--- src/rtl/npic_pkg.sv ---
// ============================================================================
// npic_pkg
// Shared types and constants of the nested priority interrupt controller.
// ============================================================================
package npic_pkg;

    localparam int PRIO_COUNT = 32;           // priority bytes, one per device line slot
    localparam int PRIO_W     = 8;
    localparam int NIB_W      = 4;            // ranking bits of a priority byte
    localparam int PIDX_W     = 5;            // index into the priority bytes
    localparam int LINE_W     = 6;
    localparam int WORD_W     = 32;

    localparam logic [4:0]        CTRL_WORD_IDX = 5'd8;
    localparam int                CTRL_GMASK_BIT = 31;
    localparam int                CTRL_NEST_BIT  = 7;
    localparam logic [WORD_W-1:0] CTRL_RESET     = 32'h8000_0000;

    typedef enum logic [2:0] {
        CMD_WORD_WR = 3'd0,
        CMD_WORD_RD = 3'd1,
        CMD_BYTE_WR = 3'd2,
        CMD_BYTE_RD = 3'd3,
        CMD_RAISE   = 3'd4,
        CMD_CLAIM   = 3'd5,
        CMD_RETURN  = 3'd6
    } t_cmd;

    typedef logic [NIB_W-1:0] t_nib;

    typedef struct packed {
        logic [2:0]        cmd;
        logic [4:0]        reg_addr;
        logic [WORD_W-1:0] bit_mask;
        logic [WORD_W-1:0] write_data;
        logic [LINE_W-1:0] line;
    } t_in_item;

    typedef struct packed {
        logic [WORD_W-1:0] read_data;
        logic              claim_valid;
        logic [LINE_W-1:0] claimed_line;
        logic              return_error;
    } t_out_item;

    // winner of the device line search
    typedef struct packed {
        logic              found;
        logic [PIDX_W-1:0] idx;
        t_nib              prio;
    } t_pick;

endpackage

--- src/rtl/npic_ram.sv ---
// ============================================================================
// npic_ram
// Generic single write port, single read port RAM with registered read data.
// ============================================================================
module npic_ram #(
    parameter int  WIDTH = 4,
    parameter int  DEPTH = 32,
    localparam int AW    = (DEPTH > 1) ? $clog2(DEPTH) : 1
) (
    input  logic             i_clk,
    input  logic             i_we,
    input  logic [AW-1:0]    i_waddr,
    input  logic [WIDTH-1:0] i_wdata,
    input  logic [AW-1:0]    i_raddr,
    output logic [WIDTH-1:0] o_rdata
);

    logic [WIDTH-1:0] r_mem [DEPTH];
    logic [WIDTH-1:0] r_rdata;

    always_ff @(posedge i_clk) begin
        if (i_we) begin
            r_mem[i_waddr] <= i_wdata;
        end
    end

    always_ff @(posedge i_clk) begin
        r_rdata <= r_mem[i_raddr];
    end

    assign o_rdata = r_rdata;

endmodule

--- src/rtl/npic_pick.sv ---
// ============================================================================
// npic_pick
// Balanced compare tree over the pending device lines: lowest priority
// nibble wins, ties go to the lower line index.
// ============================================================================
module npic_pick import npic_pkg::*; (
    input  logic [PRIO_COUNT-1:0] i_pending,
    input  t_nib                  i_prio [PRIO_COUNT],
    output t_pick                 o_pick
);

    localparam int NODES = 2 * PRIO_COUNT - 1;

    // heap layout: node n has children 2n+1 (lower lines) and 2n+2
    t_pick node [NODES];

    for (genvar i = 0; i < PRIO_COUNT; i++) begin : g_leaf
        assign node[PRIO_COUNT-1+i] = '{found: i_pending[i],
                                        idx:   PIDX_W'(i),
                                        prio:  i_prio[i]};
    end

    for (genvar n = 0; n < PRIO_COUNT - 1; n++) begin : g_node
        // right side wins only when strictly better
        assign node[n] = (node[2*n+2].found &&
                          (!node[2*n+1].found || (node[2*n+2].prio < node[2*n+1].prio)))
                         ? node[2*n+2] : node[2*n+1];
    end

    assign o_pick = node[0];

endmodule

--- src/rtl/nested_priority_interrupt_controller_core.sv ---
// ============================================================================
// nested_priority_interrupt_controller_core
// Nested priority interrupt controller: register access, line raising,
// claim arbitration and a stack of active priorities.
// ============================================================================
// Each command item passes the input register, then one pass of logic into
// the result register. Throughput is one item per cycle for every command
// mix while the result side does not stall; the path that sets the clock is
// the 32-way priority compare tree feeding the claim decision. An item may
// be accepted while the previous result still waits: the input register and
// the result register decouple the two channels. The stack of active
// priorities lives in a RAM (STACK_DEPTH entries of 4 bits) with a
// registered read; the top entry is mirrored in a register and the RAM
// keeps the entry just below the top prefetched, so a return restores the
// new top without a bubble. Stack entries are never cleared: only pushed
// entries are used, so there is no clearing pass after reset.
// ============================================================================
module nested_priority_interrupt_controller_core import npic_pkg::*; #(
    parameter int DEVICE_LINES   = 32,
    parameter int INTERNAL_LINES = 8,
    parameter int STACK_DEPTH    = 32
) (
    input  logic      i_clk,
    input  logic      i_rst_n,
    input  logic      i_in_valid,
    output logic      o_in_stall,
    input  t_in_item  i_in_item,
    output logic      o_out_valid,
    input  logic      i_out_stall,
    output t_out_item o_out_item
);

    localparam int DW = $clog2(STACK_DEPTH + 1);   // depth counter holds 0..STACK_DEPTH
    localparam int AW = $clog2(STACK_DEPTH);       // stack RAM address

    // ---------------------------------------------------------------- pipeline
    logic      r_in_valid;
    t_in_item  r_in;
    logic      r_out_valid;
    t_out_item r_out;
    t_out_item n_out;

    logic advance;     // stage 2 item moves into the result register
    logic in_take;     // new item accepted into the input register

    // ---------------------------------------------------------------- state
    logic [PRIO_W-1:0]         r_prio [PRIO_COUNT];
    logic [PRIO_W-1:0]         n_prio [PRIO_COUNT];
    logic [WORD_W-1:0]         r_ctrl, n_ctrl;
    logic [DEVICE_LINES-1:0]   r_dev_pend, n_dev_pend;
    logic [INTERNAL_LINES-1:0] r_int_pend, n_int_pend;
    logic [DW-1:0]             r_depth, n_depth;
    t_nib                      r_top, n_top;   // copy of stack[depth-1]

    // ---------------------------------------------------------------- helpers
    t_cmd              cmd;
    logic [4:0]        addr;
    logic [2:0]        word_idx;
    logic [WORD_W-1:0] prio_word;
    logic [WORD_W-1:0] word_get;
    logic [WORD_W-1:0] merged;
    t_nib              prio_nib [PRIO_COUNT];
    logic [DEVICE_LINES-1:0]   nz_mask;
    logic [INTERNAL_LINES-1:0] int_iso;
    logic [LINE_W-1:0]         int_idx;
    logic [LINE_W-1:0]         int_line;
    t_pick             pick;
    logic              dev_ok;
    logic              claim_gate;
    logic              push;
    t_nib              push_val;
    t_nib              stk_below;      // stack[depth-2], prefetched

    // handshake: stall only when the input register holds an item that cannot move
    assign advance     = r_in_valid && (!r_out_valid || !i_out_stall);
    assign o_in_stall  = r_in_valid && !advance;
    assign in_take     = i_in_valid && !o_in_stall;
    assign o_out_valid = r_out_valid;
    assign o_out_item  = r_out;

    // device arbitration
    always_comb begin
        for (int i = 0; i < PRIO_COUNT; i++) begin
            prio_nib[i] = r_prio[i][NIB_W-1:0];
        end
    end

    npic_pick u_pick (
        .i_pending (PRIO_COUNT'(r_dev_pend)),
        .i_prio    (prio_nib),
        .o_pick    (pick)
    );

    // lowest pending internal line: isolate lowest set bit, then encode
    always_comb begin
        int_iso = r_int_pend & (~r_int_pend + INTERNAL_LINES'(1));
        int_idx = '0;
        for (int k = 0; k < INTERNAL_LINES; k++) begin
            if (int_iso[k]) begin
                int_idx = int_idx | LINE_W'(k);
            end
        end
        int_line = LINE_W'(DEVICE_LINES) + int_idx;
    end

    // lines dropped when the global mask gets set
    always_comb begin
        for (int i = 0; i < DEVICE_LINES; i++) begin
            nz_mask[i] = |prio_nib[i];
        end
    end

    // register file read: one word of four priority bytes or the control word, and the masked write merge
    always_comb begin
        cmd      = t_cmd'(r_in.cmd);
        addr     = r_in.reg_addr;
        word_idx = ((cmd == CMD_BYTE_WR) || (cmd == CMD_BYTE_RD)) ? addr[4:2] : addr[2:0];
        prio_word = {r_prio[{word_idx, 2'd3}], r_prio[{word_idx, 2'd2}],
                     r_prio[{word_idx, 2'd1}], r_prio[{word_idx, 2'd0}]};
        if (addr == CTRL_WORD_IDX) begin
            word_get = r_ctrl;
        end else if (addr < CTRL_WORD_IDX) begin
            word_get = prio_word;
        end else begin
            word_get = '0;
        end
        merged = (r_in.write_data & r_in.bit_mask) | (word_get & ~r_in.bit_mask);
    end

    // claim qualification
    assign dev_ok     = pick.found && ((r_depth == '0) || (pick.prio < r_top));
    assign claim_gate = ((r_ctrl[CTRL_NEST_BIT] && (r_depth <= DW'(r_ctrl[NIB_W-1:0])))
                         || (r_depth == '0) || (|r_int_pend))
                        && (r_depth != DW'(STACK_DEPTH));

    // command execution
    always_comb begin
        n_prio     = r_prio;
        n_ctrl     = r_ctrl;
        n_dev_pend = r_dev_pend;
        n_int_pend = r_int_pend;
        n_depth    = r_depth;
        n_top      = r_top;
        n_out      = '0;
        push       = 1'b0;
        push_val   = '0;

        if (advance) begin
            case (cmd)
                CMD_WORD_WR: begin
                    if (addr == CTRL_WORD_IDX) begin
                        n_ctrl = merged;
                        if (merged[CTRL_GMASK_BIT]) begin
                            n_dev_pend = r_dev_pend & ~nz_mask;
                        end
                    end else if (addr < CTRL_WORD_IDX) begin
                        for (int b = 0; b < 4; b++) begin
                            n_prio[{addr[2:0], 2'(b)}] = merged[8*b +: 8];
                        end
                    end
                end
                CMD_WORD_RD: begin
                    n_out.read_data = word_get & r_in.bit_mask;
                end
                CMD_BYTE_WR: begin
                    n_prio[addr] = r_in.write_data[PRIO_W-1:0];
                end
                CMD_BYTE_RD: begin
                    n_out.read_data = WORD_W'(prio_word[{addr[1:0], 3'b000} +: PRIO_W]);
                end
                CMD_RAISE: begin
                    for (int i = 0; i < DEVICE_LINES; i++) begin
                        if ((r_in.line == LINE_W'(i)) &&
                            (!r_ctrl[CTRL_GMASK_BIT] || (prio_nib[i] == '0))) begin
                            n_dev_pend[i] = 1'b1;
                        end
                    end
                    for (int k = 0; k < INTERNAL_LINES; k++) begin
                        if (r_in.line == LINE_W'(DEVICE_LINES + k)) begin
                            n_int_pend[k] = 1'b1;
                        end
                    end
                end
                CMD_CLAIM: begin
                    if (claim_gate) begin
                        if (|r_int_pend) begin
                            n_int_pend         = r_int_pend & ~int_iso;
                            push               = 1'b1;
                            push_val           = '0;
                            n_out.claim_valid  = 1'b1;
                            n_out.claimed_line = int_line;
                        end else if (dev_ok) begin
                            for (int i = 0; i < DEVICE_LINES; i++) begin
                                if (pick.idx == PIDX_W'(i)) begin
                                    n_dev_pend[i] = 1'b0;
                                end
                            end
                            push               = 1'b1;
                            push_val           = pick.prio;
                            n_out.claim_valid  = 1'b1;
                            n_out.claimed_line = LINE_W'(pick.idx);
                        end
                    end
                    if (push) begin
                        n_depth = r_depth + DW'(1);
                        n_top   = push_val;
                    end
                end
                CMD_RETURN: begin
                    if (r_depth == '0) begin
                        n_out.return_error = 1'b1;
                    end else begin
                        n_depth = r_depth - DW'(1);
                        n_top   = stk_below;
                    end
                end
                default: begin
                end
            endcase
        end
    end

    // stack body; read address tracks next depth - 2 so the entry below the
    // top is ready in the next cycle (never the entry written this cycle)
    npic_ram #(
        .WIDTH (NIB_W),
        .DEPTH (STACK_DEPTH)
    ) u_stack (
        .i_clk   (i_clk),
        .i_we    (push),
        .i_waddr (r_depth[AW-1:0]),
        .i_wdata (push_val),
        .i_raddr (AW'(n_depth - DW'(2))),
        .o_rdata (stk_below)
    );

    // control and state registers
    always_ff @(posedge i_clk) begin
        if (!i_rst_n) begin
            r_in_valid  <= 1'b0;
            r_out_valid <= 1'b0;
            for (int i = 0; i < PRIO_COUNT; i++) begin
                r_prio[i] <= PRIO_W'(i);
            end
            r_ctrl     <= CTRL_RESET;
            r_dev_pend <= '0;
            r_int_pend <= '0;
            r_depth    <= '0;
        end else begin
            if (in_take) begin
                r_in_valid <= 1'b1;
            end else if (advance) begin
                r_in_valid <= 1'b0;
            end
            if (advance) begin
                r_out_valid <= 1'b1;
            end else if (!i_out_stall) begin
                r_out_valid <= 1'b0;
            end
            r_prio     <= n_prio;
            r_ctrl     <= n_ctrl;
            r_dev_pend <= n_dev_pend;
            r_int_pend <= n_int_pend;
            r_depth    <= n_depth;
        end
    end

    // payload registers
    always_ff @(posedge i_clk) begin
        if (in_take) begin
            r_in <= i_in_item;
        end
        if (advance) begin
            r_out <= n_out;
        end
        r_top <= n_top;
    end

endmodule

--- config.mk ---
export PLATFORM = sky130hd
export DESIGN_NAME = nested_priority_interrupt_controller_core
export DESIGN_NICKNAME = d
export VERILOG_FILES = /design/src/rtl/npic_pkg.sv /design/src/rtl/npic_ram.sv /design/src/rtl/npic_pick.sv /design/src/rtl/nested_priority_interrupt_controller_core.sv
export SDC_FILE = /design/constraint.sdc
export NUM_CORES = 2
export LEC_CHECK = 0
export BUFFER_PORTS_ARGS = -buffer_cell sky130_fd_sc_hd__buf_4
export CAP_MARGIN = 20
export CORE_ASPECT_RATIO = 0.5
export CORE_MARGIN = 2
export CORE_UTILIZATION = 47
export DETAILED_ROUTE_END_ITERATION = 16
export SYNTH_ARGS = -nofsm -noshare
export SYNTH_HDL_FRONTEND = slang
export SYNTH_SLANG_ARGS = --single-unit
--- constraint.sdc ---
create_clock -name i_clk -period 29.3 [get_ports i_clk]
set_input_delay 1.465 -clock i_clk [delete_from_list [all_inputs] [get_ports i_clk]]
set_output_delay 1.465 -clock i_clk [all_outputs]
set_load 0.03 [all_outputs]
==> results.txt <==
- The run finished with clean final reports.
* Critical Path Most Common Cell: ha_1
* Top cells by area, synth: edfxtp_1, dfxtp_1, o21ai_0, nand2_1, mux4_2
* Number of nets with antenna violations after detailed routing: 0
- Initial antenna violation count: 5
- DR pass1 iterations: 6
* Count of buffer and inverter cells on the critical path: 7
* Count of distinct cell types in the synthesized netlist: 97
- STA puts the critical path data required time at 29830 ps.
- Summing the areas of all compound-gate instances in the mapped netlist gives between 20 and 25% of the synthesized area.
- Dividing the detail-routed wire length by the instance count gives 26.20 µm.
- Synthesis produced a netlist with a net count of 3830.
* Async SR Flop Fraction: 0%
- Total of fill cells in the finished design: 6479
* Average instance area after synthesis: 9.267 µm²
- Max stage delay cell, worst path: clkinv_1
- After clock tree synthesis, the clock-pin slew on the worst setup and hold paths is 70 ps.
* Fraction of the mapped netlist area in adder cells: 3.570%
- Multiplexer area fraction after synthesis: 11.24%
- Measured in cells, the most critical reg-to-reg path has a length of 50.
- The placed instances occupy a cell area of roughly 36000 µm².
- Number of instances resized during post-cts repair: 0
* Setup fix buffers added after clock tree synthesis: 0
* Biggest fanout along the worst timing path: 38
- Endpoint arrival time on the critical path: approximately 15000 ps
- Global route overflow: 0
- Critical register-to-register path endpoint: u_stack.o_rdata[3]$_DFF_P_
* Count of warnings emitted by yosys: 0
- In the final design database the tool counted slightly below 4000 nets.
- Setup Crit Path Kind: reg -> reg
- The area growth from synthesis to layout is 10.99%.
- In this run the standard cell core region covers between 70000 and 80000 µm².
* Starting density of the core: 47.59%
* Fmax: around 70 MHz
* Combinational family with the most area after synthesis: compound AO/OA/AOI/OAI gates
- Of the total synthesized cell area, the portion taken by AND, OR, NAND and NOR gates is 15.83%.
* Post-Route Setup TNS: 0 ps
- First DRT Iteration DRCs: 3634
- Setup repair after global routing left no endpoint under its margin.
- Register bit count reported by yosys: 590
* Slew Viols, Final: 0
* Total track usage: between 30% and 40%
* Number of DRC violations after detailed routing: 0
* Largest net degree at the start of global routing: approximately 130
- For this design the ratio of total power to cell area is 50.22 nW/µm².
* Main flop type after synthesis: dfxtp_1
* RR Startpoint: prio_nib[101]$_SDFFE_PN1P_
- The detailed router placed 30760 vias in this run.
- Final period utilization: 48.74%
* Leakage power: around 14 nW
- Critical path endpoint category: register
- Number of hold violations in the final report: 0
* Count of hold buffers inserted by post-cts repair: 0
* Switch share: 28.21%
- Summing the areas of all xor and xnor instances in the mapped netlist gives 0.1257% of the synthesized area.
* Clock latency on the worst-skew pair: 680 ps
- TritonCTS built the clock tree.
* Cell Area, Synth: 33850 µm²
* Wire length of the first global-routing pass: around 180000 µm
* Worst hold path class: reg -> reg
- The root buffer cell chosen for the clock tree is clkbuf_16.
* Clock sink count: 590
* Area taken by multi-input logic gates: 18290 µm²
* Final Skew: 50.70 ps
- In this run the register-to-register setup slack is roughly 15000 ps.
* Share of layout cells above drive strength 1: 12.55%
- Internal power of the cells: 1.355 mW
* Storage element area: 14320 µm²
* Longest individual stage delay on the worst path: 870 ps
* Die extent in y: 193.8 µm
- Total Die Area: 74320 µm²
- Capture endpoint of the worst hold path: r_ctrl[22]$_SDFFE_PN0P_
- Sequential cells were found to cover 42.28% of the synthesized design area.
* Die X-Extent: 383.5 µm
- Final GP Congestion: around 0.97
- The biggest area contributor in the post-synthesis netlist is edfxtp_1.
- IR analysis of the VDD net gives a maximum drop of 46.25 µV.
* Number of vias per cell: 6.583
* Std-Cell Rows: 69
- Measured against its own limit, the worst slew margin works out to a little under a fifth.
- P_sw: roughly 0.53 mW
* Depth of the worst hold-timing path: 2
- The startpoint identified for the worst hold timing path is r_ctrl[22]$_SDFFE_PN0P_.
- Clock tree synthesis inserted a total of 55 buffers.
- H-tree depth: 2
* Transition time at the pin with the least slew margin: approximately 1200 ps
- Final std cell area, no fill: 37570 µm²
- Post-synthesis instance total: 3653
- The final layout contains routed wiring with a total length of 122400 µm.
- The share of total power dissipated in the clock network is 39.7%.
* Synth top area share: 22.18%
* Ports placed on the boundary: between 100 and 150
- The share of total power dissipated in combinational logic is around an eighth.
- Nature of the critical path startpoint: register
- In this run, flip-flops and latches consume 47.0% of the power.
* Maximum root-to-sink buffer count: 3
- Post-layout minimum cycle time: 14280 ps
- Count of flip-flops with a built-in enable after synthesis: 250
* Cell family with the largest share of critical-path delay: compound AO/OA/AOI/OAI gates
- Detailed placement ended at an HPWL of 87840 µm.
- Setup violations remaining at the end of the flow were counted as 0.
* Total of max-cap violations: 0
- During placement, the flow inserted port buffers numbering 123.
- The number of global-route vias before repair is approximately 28000.
## worst reg2reg max path, delay by kind of cell, from the launching register on
family | cells | cell delay, ps
AOI/OAI and AO/OA | 24 | 6780
adders and majority gates | 7 | 2090
DFF | 1 | 400
buffers and inverters | 7 | 1870
muxes | 5 | 1610
and+or+nand+nor | 7 | 1390
## cells in the mapped netlist, types with 30 or more instances
library cell,n
a22oi_1,30
a221oi_1,53
o21a_1,32
a21oi_1,159
o211ai_1,48
edfxtp_1,250
inv_1,114
nor2b_1,41
ha_1,95
dfxtp_1,340
clkbuf_1,202
nand2b_1,37
o21ai_0,380
nand3_1,36
nand2_1,483
mux4_2,79
nor3_1,59
a21boi_0,55
mux2_2,46
a31oi_1,186
mux2i_1,127
and3_1,50
nor2_1,265
## per-layer routing
| metal | GRT usage [%] | vias to the layer above | wire [µm] |
|---|---|---|---|
| met4 | 10.88 | 2 | 4269 |
| met3 | 6.919 | 236 | 13240 |
| met5 | 0 | - | 13 |
| li1 | - | 13880 | - |
| met2 | 47.29 | 1667 | 52300 |
| met1 | 45.92 | 14980 | 52630 |
## through the flow
stage / utilization, % / hold slack, ps / setup WS, ps / power, mW / instances
6_report: 52.82 / 466.1 / 15020 / 1.887 / 4673
5_1_grt: 52.81 / 489.1 / 13680 / 1.944 / 4671
4_1_cts: 52.68 / 467.0 / 14740 / 1.889 / 4661
2_1_floorplan: - / 441.2 / 18050 / 1.060 / 3653
3_5_place_dp: 50.10 / 457.9 / 14800 / 1.148 / 4559
3_3_place_gp: 50.04 / 451.0 / 15160 / 1.146 / 4555
## kinds of logic (layout without fill, tap and decap cells)
family | count (synthesis) | count (layout)
buffers and inverters | 352 | 412
and+or+nand+nor | 1150 | 1150
AOI/OAI and AO/OA | 1199 | 1199
muxes | 261 | 261
other | 0 | 2
DFF | 590 | 590
xor gates and xnor gates | 4 | 4
adders and majority gates | 97 | 97
## sequential cells by signal, summed over array words and instances, names as in the netlist
name             flops
r_ctrl              32
prio_nib           128
r_in                70
cmd                  3
u_stack.o_rdata      4
o_out_valid          1
r_depth              6
r_top                4
r_prio             128
u_stack.r_mem      128
r_int_pend           8
addr                 5
o_out_item          40
r_in_valid           1
r_dev_pend          32
## placed cells by master, fill, tap and decap left out, drive strengths merged, types with 30 or more instances in the layout
cell type / count
clkbuf: 74
mux2: 46
a21boi: 57
mux4: 88
a221oi: 53
o21ai: 386
nand2b: 37
ha: 95
a21oi: 159
inv: 120
buf: 193
edfxtp: 250
o211ai: 48
nor3: 59
a22oi: 30
nand3: 36
mux2i: 127
nor2: 265
a31oi: 186
nor2b: 42
nand2: 483
and3: 50
dfxtp: 340
o21a: 32
## power by group through the flow
| stage | clock network [mW] | registers [mW] | logic [mW] |
|---|---|---|---|
| 2_1_floorplan | 0 | 0.902 | 0.158 |
| 3_3_place_gp | 0 | 0.905 | 0.241 |
| 3_5_place_dp | 0 | 0.905 | 0.243 |
| 4_1_cts | 0.759 | 0.887 | 0.244 |
| 5_1_grt | 0.789 | 0.888 | 0.267 |
| 6_report | 0.749 | 0.888 | 0.250 |
## worst max-delay path by stage
stage / to / cells past startpoint / from / slack, ps
finish: u_stack.o_rdata[3]$_DFF_P_ / 50 / prio_nib[101]$_SDFFE_PN1P_ / 15020
CTS: u_stack.o_rdata[3]$_DFF_P_ / 47 / prio_nib[77]$_SDFFE_PN0P_ / 14740
global route: u_stack.o_rdata[3]$_DFF_P_ / 52 / prio_nib[21]$_SDFFE_PN1P_ / 13680
floorplan: u_stack.o_rdata[3]$_DFF_P_ / 56 / prio_nib[117]$_SDFFE_PN1P_ / 18050
global placement: u_stack.o_rdata[3]$_DFF_P_ / 49 / prio_nib[77]$_SDFFE_PN0P_ / 15160
detailed placement: u_stack.o_rdata[3]$_DFF_P_ / 47 / prio_nib[77]$_SDFFE_PN0P_ / 14800
## area by class of cell
cell class / count / share of cell area, %
multi-input cells: 2711 / 48.68
inverters: 116 / 1.159
repair buffers: 194 / 3.960
clock buffers: 73 / 4.089
clock inverters: 29 / 0.8059
diodes: 2 / 0.01332
flip-flops and latches: 590 / 38.10
well taps: 958 / 3.190
Power figures use the tool's default switching activity.
